===== src/hdl/pfa_pkg.sv =====
// Shared definitions for the partition fit allocator.
// Holds default sizes, field widths, policy and register codes, and control structs.
// No dependencies.
package pfa_pkg;

  // Default sizing of the free-space table.
  localparam int NUM_PARTITIONS_DEF = 16;
  localparam int SIZE_BITS_DEF      = 16;

  // Fixed widths of the stream and configuration fields.
  localparam int IN_IDX_W   = 4;
  localparam int IN_SIZE_W  = 16;
  localparam int TDATA_W    = 24;
  localparam int CFG_IDX_W  = 2;
  localparam int CFG_DATA_W = 5;
  localparam int POL_W      = 2;
  localparam int COUNT_W    = 5;

  // Item kinds carried on in_tuser.
  localparam logic MODE_LOAD    = 1'b0;
  localparam logic MODE_REQUEST = 1'b1;

  // Configuration register indexes.
  localparam logic [CFG_IDX_W-1:0] REG_FIT_POLICY = 2'd0;
  localparam logic [CFG_IDX_W-1:0] REG_PART_USED  = 2'd1;

  // Reset values of the configuration registers.
  localparam logic [COUNT_W-1:0] PART_USED_RST = 5'd16;

  // Allocation policies. The last code refuses every request.
  typedef enum logic [POL_W-1:0] {
    POL_FIRST = 2'd0,
    POL_WORST = 2'd1,
    POL_BEST  = 2'd2,
    POL_NONE  = 2'd3
  } policy_t;

  // Control from the sequencer to the shared compare unit.
  typedef struct packed {
    logic    clear;
    logic    en;
    policy_t policy;
  } sel_ctrl_t;

endpackage


===== src/hdl/partition_fit_allocator.sv =====
// Top level of the partition fit allocator: sequencer, valid bits, table RAM, result register.
// Depends on pfa_pkg, pfa_ram and pfa_select.
//
// Channel | Direction | Transaction
// in_     | slave     | tuser: mode; tdata: partition_index[3:0], size_value[19:4]
// out_    | master    | tuser: allocated; tdata: granted_index[3:0], remaining_free[19:4]
// cfg_    | slave     | cfg_index selects fit_policy (0) or partitions_in_use (1)
//
// A load is written to the table as it is taken and the input stays ready. A request is taken,
// then N reads of the table (N partitions in use) go through the single RAM read port into the
// shared compare unit, a decide step finishes the last compare, and a write-back step follows.
// A refused request with no partitions or the refuse-all policy skips to write-back. Reset is
// synchronous and clears the valid bits, so every entry reads as zero with no clearing pass.
// A stalled output holds the block in its write-back step until the result register frees up.
module partition_fit_allocator #(
  parameter int NUM_PARTITIONS = pfa_pkg::NUM_PARTITIONS_DEF,
  parameter int SIZE_BITS      = pfa_pkg::SIZE_BITS_DEF
) (
  input  logic                            clk,
  input  logic                            rst_n,
  // Input stream.
  input  logic                            in_tvalid,
  output logic                            in_tready,
  input  logic [pfa_pkg::TDATA_W-1:0]     in_tdata,   // [3:0] partition_index, [19:4] size_value
  input  logic                            in_tuser,   // [0] mode
  // Result stream.
  output logic                            out_tvalid,
  input  logic                            out_tready,
  output logic [pfa_pkg::TDATA_W-1:0]     out_tdata,  // [3:0] granted_index, [19:4] remaining_free
  output logic                            out_tuser,  // [0] allocated
  // Configuration writes.
  input  logic                            cfg_valid,
  output logic                            cfg_ready,
  input  logic [pfa_pkg::CFG_IDX_W-1:0]   cfg_index,
  input  logic [pfa_pkg::CFG_DATA_W-1:0]  cfg_data
);

  localparam int IDX_W = (NUM_PARTITIONS > 1) ? $clog2(NUM_PARTITIONS) : 1;
  localparam int CNT_W = $clog2(NUM_PARTITIONS + 1);

  typedef enum logic [3:0] {
    ST_IDLE   = 4'b0001,
    ST_SCAN   = 4'b0010,
    ST_DECIDE = 4'b0100,
    ST_WRITE  = 4'b1000
  } state_t;

  state_t                        state_r, state_nxt;
  pfa_pkg::policy_t              policy_r;
  logic [pfa_pkg::COUNT_W-1:0]   count_r;
  logic [CNT_W-1:0]              n_act;
  logic [SIZE_BITS-1:0]          want_r, want_nxt;
  logic [CNT_W-1:0]              scan_r, scan_nxt, scan_inc;
  logic                          rd_pend_r, rd_pend_nxt;
  logic [IDX_W-1:0]              rd_idx_r;
  logic                          rd_vld_r;
  logic [NUM_PARTITIONS-1:0]     vld_r;
  logic                          out_vld_r, out_vld_nxt;
  logic                          out_alloc_r;
  logic [pfa_pkg::IN_IDX_W-1:0]  out_idx_r;
  logic [pfa_pkg::IN_SIZE_W-1:0] out_rem_r;

  logic                          in_acc, is_req, ld_ok, out_free, out_load, wr_grant;
  logic [pfa_pkg::IN_IDX_W-1:0]  in_pidx;
  logic [pfa_pkg::IN_SIZE_W-1:0] in_size;
  logic [IDX_W-1:0]              rd_addr;
  logic                          ram_we;
  logic [IDX_W-1:0]              ram_waddr;
  logic [SIZE_BITS-1:0]          ram_wdata, ram_q, rd_val, rem;
  pfa_pkg::sel_ctrl_t            sel_ctrl;
  logic                          found;
  logic [IDX_W-1:0]              sel_idx;
  logic [SIZE_BITS-1:0]          sel_val;

  // Field unpacking and handshakes.
  assign in_pidx   = in_tdata[3:0];
  assign in_size   = in_tdata[19:4];
  assign in_tready = (state_r == ST_IDLE);
  assign in_acc    = in_tvalid && in_tready;
  assign is_req    = (in_tuser == pfa_pkg::MODE_REQUEST);
  assign ld_ok     = in_acc && (in_tuser == pfa_pkg::MODE_LOAD) &&
                     (32'(in_pidx) < 32'(NUM_PARTITIONS));
  assign cfg_ready = 1'b1;

  // Configuration registers.
  always_ff @(posedge clk) begin
    if (!rst_n) begin
      policy_r <= pfa_pkg::POL_FIRST;
      count_r  <= pfa_pkg::PART_USED_RST;
    end else if (cfg_valid && cfg_ready) begin
      if (cfg_index == pfa_pkg::REG_FIT_POLICY) begin
        policy_r <= pfa_pkg::policy_t'(cfg_data[pfa_pkg::POL_W-1:0]);
      end else if (cfg_index == pfa_pkg::REG_PART_USED) begin
        count_r <= cfg_data;
      end
    end
  end

  // Entry count saturates at the table depth.
  always_comb begin
    if (32'(count_r) > 32'(NUM_PARTITIONS)) begin
      n_act = CNT_W'(NUM_PARTITIONS);
    end else begin
      n_act = CNT_W'(count_r);
    end
  end

  // Table RAM: loads and grant write-backs share the write port.
  assign rem       = sel_val - want_r;
  assign out_free  = !out_vld_r || out_tready;
  assign out_load  = (state_r == ST_WRITE) && out_free;
  assign wr_grant  = out_load && found;
  assign ram_we    = ld_ok || wr_grant;
  assign ram_waddr = ld_ok ? IDX_W'(in_pidx) : sel_idx;
  assign ram_wdata = ld_ok ? SIZE_BITS'(in_size) : rem;
  assign rd_addr   = scan_r[IDX_W-1:0];

  pfa_ram #(
    .WIDTH (SIZE_BITS),
    .DEPTH (NUM_PARTITIONS)
  ) u_ram (
    .clk   (clk),
    .we    (ram_we),
    .waddr (ram_waddr),
    .wdata (ram_wdata),
    .raddr (rd_addr),
    .rdata (ram_q)
  );

  // An entry never written since reset reads as empty.
  assign rd_val = rd_vld_r ? ram_q : '0;

  always_ff @(posedge clk) begin
    if (!rst_n) begin
      vld_r <= '0;
    end else if (ram_we) begin
      vld_r[ram_waddr] <= 1'b1;
    end
  end

  // Shared compare unit.
  assign sel_ctrl.clear  = in_acc;
  assign sel_ctrl.en     = rd_pend_r;
  assign sel_ctrl.policy = policy_r;

  pfa_select #(
    .IDX_W     (IDX_W),
    .SIZE_BITS (SIZE_BITS)
  ) u_select (
    .clk     (clk),
    .rst_n   (rst_n),
    .ctrl    (sel_ctrl),
    .want    (want_r),
    .rd_val  (rd_val),
    .rd_idx  (rd_idx_r),
    .found   (found),
    .sel_idx (sel_idx),
    .sel_val (sel_val)
  );

  // Sequencer.
  assign scan_inc = scan_r + CNT_W'(1);

  always_comb begin
    state_nxt   = state_r;
    want_nxt    = want_r;
    scan_nxt    = scan_r;
    rd_pend_nxt = 1'b0;
    unique case (state_r)
      ST_IDLE: begin
        if (in_acc && is_req) begin
          want_nxt = SIZE_BITS'(in_size);
          scan_nxt = '0;
          if ((n_act == '0) || (policy_r == pfa_pkg::POL_NONE)) begin
            state_nxt = ST_WRITE;
          end else begin
            state_nxt = ST_SCAN;
          end
        end
      end
      ST_SCAN: begin
        rd_pend_nxt = 1'b1;
        scan_nxt    = scan_inc;
        if (scan_inc == n_act) begin
          state_nxt = ST_DECIDE;
        end
      end
      ST_DECIDE: begin
        state_nxt = ST_WRITE;
      end
      ST_WRITE: begin
        if (out_free) begin
          state_nxt = ST_IDLE;
        end
      end
      default: begin
        state_nxt = ST_IDLE;
      end
    endcase
  end

  always_ff @(posedge clk) begin
    if (!rst_n) begin
      state_r   <= ST_IDLE;
      rd_pend_r <= 1'b0;
    end else begin
      state_r   <= state_nxt;
      rd_pend_r <= rd_pend_nxt;
    end
  end

  // Scan payload: request size, address counter, and the tag of the read in flight.
  always_ff @(posedge clk) begin
    want_r   <= want_nxt;
    scan_r   <= scan_nxt;
    rd_idx_r <= rd_addr;
    rd_vld_r <= vld_r[rd_addr];
  end

  // Result register.
  always_comb begin
    out_vld_nxt = out_vld_r && !out_tready;
    if (out_load) begin
      out_vld_nxt = 1'b1;
    end
  end

  always_ff @(posedge clk) begin
    if (!rst_n) begin
      out_vld_r <= 1'b0;
    end else begin
      out_vld_r <= out_vld_nxt;
    end
  end

  always_ff @(posedge clk) begin
    if (out_load) begin
      out_alloc_r <= found;
      out_idx_r   <= found ? pfa_pkg::IN_IDX_W'(sel_idx) : '0;
      out_rem_r   <= found ? pfa_pkg::IN_SIZE_W'(rem) : '0;
    end
  end

  assign out_tvalid = out_vld_r;
  assign out_tuser  = out_alloc_r;
  assign out_tdata  = {4'b0000, out_rem_r, out_idx_r};

endmodule


===== src/hdl/pfa_ram.sv =====
// Generic single-write, single-read RAM with a registered read port.
// Used for the partition free-space table. No dependencies.
module pfa_ram #(
  parameter int WIDTH = 16,
  parameter int DEPTH = 16
) (
  input  logic                     clk,
  input  logic                     we,
  input  logic [$clog2(DEPTH)-1:0] waddr,
  input  logic [WIDTH-1:0]         wdata,
  input  logic [$clog2(DEPTH)-1:0] raddr,
  output logic [WIDTH-1:0]         rdata
);

  logic [WIDTH-1:0] mem [DEPTH];

  // Write port and registered read port.
  always_ff @(posedge clk) begin
    if (we) begin
      mem[waddr] <= wdata;
    end
    rdata <= mem[raddr];
  end

endmodule


===== src/hdl/pfa_select.sv =====
// Shared compare unit: looks at one table entry per cycle while enabled and keeps the current pick.
// Depends on pfa_pkg for the policy codes and the control struct.
module pfa_select #(
  parameter int IDX_W     = 4,
  parameter int SIZE_BITS = 16
) (
  input  logic                 clk,
  input  logic                 rst_n,
  input  pfa_pkg::sel_ctrl_t   ctrl,
  input  logic [SIZE_BITS-1:0] want,
  input  logic [SIZE_BITS-1:0] rd_val,
  input  logic [IDX_W-1:0]     rd_idx,
  output logic                 found,
  output logic [IDX_W-1:0]     sel_idx,
  output logic [SIZE_BITS-1:0] sel_val
);

  logic                 have_r, have_nxt;
  logic                 sel_fit_r;
  logic [IDX_W-1:0]     sel_idx_r;
  logic [SIZE_BITS-1:0] sel_val_r;
  logic                 fits, gt_sel, lt_sel, take;

  // Comparisons of the entry under test against the request and the current pick.
  assign fits   = (rd_val >= want);
  assign gt_sel = (rd_val > sel_val_r);
  assign lt_sel = (rd_val < sel_val_r);

  // Policy decides whether this entry replaces the current pick.
  always_comb begin
    unique case (ctrl.policy)
      pfa_pkg::POL_FIRST: take = !have_r && fits;
      pfa_pkg::POL_WORST: take = !have_r || gt_sel;
      pfa_pkg::POL_BEST:  take = fits && (!have_r || lt_sel);
      pfa_pkg::POL_NONE:  take = 1'b0;
      default:            take = 1'b0;
    endcase
  end

  always_comb begin
    have_nxt = have_r;
    if (ctrl.clear) begin
      have_nxt = 1'b0;
    end else if (ctrl.en && take) begin
      have_nxt = 1'b1;
    end
  end

  always_ff @(posedge clk) begin
    if (!rst_n) begin
      have_r <= 1'b0;
    end else begin
      have_r <= have_nxt;
    end
  end

  // Pick payload; the fit flag matters for worst fit, which picks before checking size.
  always_ff @(posedge clk) begin
    if (!ctrl.clear && ctrl.en && take) begin
      sel_fit_r <= fits;
      sel_idx_r <= rd_idx;
      sel_val_r <= rd_val;
    end
  end

  assign found   = have_r && sel_fit_r;
  assign sel_idx = sel_idx_r;
  assign sel_val = sel_val_r;

endmodule


===== config.mk =====
export PLATFORM = sky130hd
export DESIGN_NAME = partition_fit_allocator
export DESIGN_NICKNAME = d
export VERILOG_FILES = /design/src/hdl/pfa_pkg.sv /design/src/hdl/partition_fit_allocator.sv /design/src/hdl/pfa_ram.sv /design/src/hdl/pfa_select.sv
export SDC_FILE = /design/constraint.sdc
export NUM_CORES = 1
export LEC_CHECK = 0
export BUFFER_PORTS_ARGS = -buffer_cell sky130_fd_sc_hd__buf_2
export CORE_ASPECT_RATIO = 1.2
export CORE_MARGIN = 4
export CORE_UTILIZATION = 61
export DETAILED_ROUTE_END_ITERATION = 16
export PLACE_DENSITY = 0.89
export SLEW_MARGIN = 20
export SYNTH_ARGS = -nofsm -noshare
export SYNTH_HDL_FRONTEND = slang
export SYNTH_SLANG_ARGS = --single-unit
export TNS_END_PERCENT = 1

===== constraint.sdc =====
create_clock -name clk -period 3.93 [get_ports clk]
set_input_delay 0.1965 -clock clk [delete_from_list [all_inputs] [get_ports clk]]
set_output_delay 0.1965 -clock clk [all_outputs]
set_load 0.005 [all_outputs]

==> results.tsv <==
stage	metric	value	unit
clock_network	Root Buffer	clkbuf_16	
clock_network	CTS buffer count	35	
timing	setup violators final	0	
placement	I/O Buffers	55	
power_and_ir_drop	P_leak	6.41	nW
yosys	top_reg_cell synth	edfxtp_1	
placement	detailed placement HPWL	21300	um
final_layout	diode count	0	
critical_path	r2r endpoint	u_select.sel_val[3]$_DFFE_PP_	
global_routing	first-pass GRT wire length	55600	um
timing	Hold Fails Final Rpt	0	
die	Top Ports	65	
critical_path	worst r2r src	rd_vld_r$_DFF_P_	
final_layout	Layout Cells excl Fill	1404	
timing	period utilization	81.7	%
detailed_routing	antenna viol nets, final	0	
yosys	ys async rst share	0	%
yosys	cell area after synthesis	15500	um^2
critical_path	Critical Path RT	4.12	ns
timing	final setup TNS	0	ns
die	Die Span X	154	um
timing	clock skew	0.0212	ns
timing	slew of the pin with the lowest slew margin	1.20	ns
detailed_routing	WL final	36100	um
detailed_routing	via count	9068	
hold_path	min-delay worst type	input port to register	
die	Die H	183	um
critical_path	worst-path fanout max	21	
clock_network	H-tree levels	2	
timing	setup ws final	0.718	ns
detailed_routing	DR pass1 iterations	5	
die	core area	24900	um^2
flow_run	maximum capacitance violations	0	
detailed_routing	Vias per Instance	6.46	
critical_path	CP Class	register to register	
critical_path	crit path DAT	3.40	ns
clock_network	CTS tree	built	
final_layout	Nets	1135	
detailed_routing	DRT iter0 DRCs	945	
hold_path	Hold Startpoint	out_tready	
clock_network	clk_lat worst skew	0.53	ns
timing	f_max	311	MHz
critical_path	crit start category	register	
final_layout	P&R area growth vs syn	14.6	%
yosys	Cells after Synth	936	
power_and_ir_drop	Total Power	9.97	mW
yosys	Syn. warnings	0	
timing	relative slew slack	20.0	%
yosys	Post-synth EDFFs	319	
clock_network	Clock Sink Count	370	
critical_path	endpoint type of the worst setup path	register	
global_routing	vias in the first global route	9329	
final_layout	layout cells sized above 1	24.1	%
clock_network	postcts setup bufs	0	
die	Cell Rows	63	
timing	RSZ-0062 raised after global routing	no	
yosys	synth unique cells	61	
global_routing	largest net degree at the start of global routing	72	
clock_network	clk buf depth	3	
global_routing	initial antenna violation count	0	
placement	dpl ws	0.820	ns
power_and_ir_drop	Peak VDD IR	287	uV
detailed_routing	DR WL/cell	25.7	um
timing	Tmin final	3.21	ns
hold_path	Hold EP	out_tvalid$_SDFF_PN0_	
yosys	post-synthesis sequential area ratio	68.3	%
critical_path	CP Launch Point	rd_vld_r$_DFF_P_	
detailed_routing	Residual DRC	0	
critical_path	reg2reg setup slack	0.72	ns
die	Initial Util	62.3	%
run_status	status	complete, no violations	
global_routing	GR Overflow Total	0	
power_and_ir_drop	PD cells	561	nW/um^2
yosys	Synth Area per Inst	16.6	um^2
critical_path	Reg2Reg Depth	9	
yosys	count of state elements after synthesis	370	
hold_path	hold depth	4	
clock_network	clock slew at reported path FFs	0.06	ns
placement	GP Congestion	0.890	
timing	max-slew violation count	0	
placement	dpl cells	1319	
final_layout	filler cell count	1400	
die	full die area	28100	um^2
global_routing	gr usage total	26.3	%
==> sequential cells by signal, summed over array words and instances, names as in the netlist, 5 cells and up <==
signal	count
u_ram.rdata	16
u_ram.mem	256
vld_r	16
want_r	16
scan_r	5
u_select.sel_val	16
out_rem_r	16
count_r	5
==> routing by layer <==
metal	up-vias	track usage [%]	part of all wire, %
li1	3878	-	-
met1	4548	33.4	36
met2	511	44.9	52
met3	131	4.60	7.8
met4	0	11.7	4.9
met5	-	0	0
==> Yosys cell counts (all sizes together), types with 6 or more instances <==
library cell / count / area [um^2]
mux4: 85 / 1910
and2: 16 / 108
ha: 45 / 563
nor3b: 6 / 45.0
nor3: 13 / 65.1
nand2b: 6 / 37.5
a31oi: 7 / 43.8
nor2: 69 / 259
inv: 46 / 173
mux2i: 8 / 80.1
a21o: 9 / 67.6
buf: 19 / 104
dfxtp: 51 / 1020
nand2: 41 / 154
o21a: 23 / 173
nand3: 15 / 75.1
clkbuf: 21 / 78.8
a21oi: 30 / 150
edfxtp: 319 / 9580
o21ai: 20 / 100
xor2: 9 / 78.8
and3: 7 / 45.1
xnor2: 7 / 61.3
==> layout by cell type, fill, tap and decap left out, drive strengths merged, types with 3 or more instances in the layout <==
cell type and count:
mux4 85, dlygate4sd3 21, nand4 3, inv 48, clkbuf 50, o21a 23
nor3b 6, and3 7, o211ai 5, nor3 13, bufinv 4, dfxtp 51
nor2 69, clkinv 8, nor2b 5, edfxtp 319, conb 5, nand2b 6
buf 95, o31ai 5, a21o 9, ha 45, a31oi 7, xnor2 7
nand2 41, a211oi 4, nor4b 3, xor2 9, and2 16, o21ai 20
and3b 5, a21oi 30, o21bai 3, nand3 15, mux2i 8
==> logic make-up (layout without fill, tap and decap cells) <==
group                      after synthesis  in the layout  synth area share [%]
and+or+nand+nor                        198            198                  6.45
DFF                                    370            370                  68.3
adders and majority gates               47             47                  3.82
buffers and inverters                   87            227                  2.31
muxes                                   93             93                  12.9
other                                    2              5                0.0484
xor gates and xnor gates                16             16                 0.903
AOI/OAI and AO/OA                      123            123                  5.27
==> stage by stage <==
stage,hold WS (ns),utilization (%),cell area (um^2)
floorplan,0.295,-,15500
global placement,0.387,65.8,16400
detailed placement,0.390,65.8,16400
CTS,0.0122,71.4,17800
global route,0.0583,71.4,17800
finish,0.0289,71.4,17800
==> critical path: stages (launching register included) <==
cell and delay, ns:
dfxtp_1 0.68, and2_1 0.31, ha_1 0.28, and4_1 0.24, o21ai_0 0.09, o211ai_1 0.20
a211oi_1 0.47, nand4_1 0.19, o221ai_2 0.09, buf_4 0.32
==> final cells by class <==
type,instances,area [um^2],share of cell area (%)
sequential,370,10600,59.6
tap,325,407,2.29
clock inverter,14,191,1.08
clock buffer,50,983,5.53
timing repair buffer,116,811,4.56
multi-input combinational,482,4610,25.9
inverter,47,176,0.992
==> power breakdown <==
part	internal [mW]	switching, mW
clock	2.03	1.43
combinational	0.675	0.968
sequential	4.73	0.139
total	7.43	2.54
==> how the worst max path moves through the flow <==
stage | endpoint | slack [ns] | depth (start not counted)
6_report | u_select.sel_val[3]$_DFFE_PP_ | 0.72 | 9
5_1_grt | u_select.sel_idx[2]$_DFFE_PP_ | 0.51 | 9
4_1_cts | u_select.sel_val[1]$_DFFE_PP_ | 0.74 | 9
3_5_place_dp | u_select.sel_val[0]$_DFFE_PP_ | 0.82 | 9
3_3_place_gp | u_select.sel_val[0]$_DFFE_PP_ | 0.89 | 9
2_1_floorplan | u_select.sel_fit_r$_DFFE_PP_ | 0.75 | 9
==> timing repair <==
| item | 4_1_cts | 5_1_grt |
|---|---|---|
| endpoints found under the hold margin | 23 | 0 |
| gates resized for setup | 0 | 0 |
| hold buffers | 21 | 0 |
Note: power is estimated with default switching activity, not from simulation.
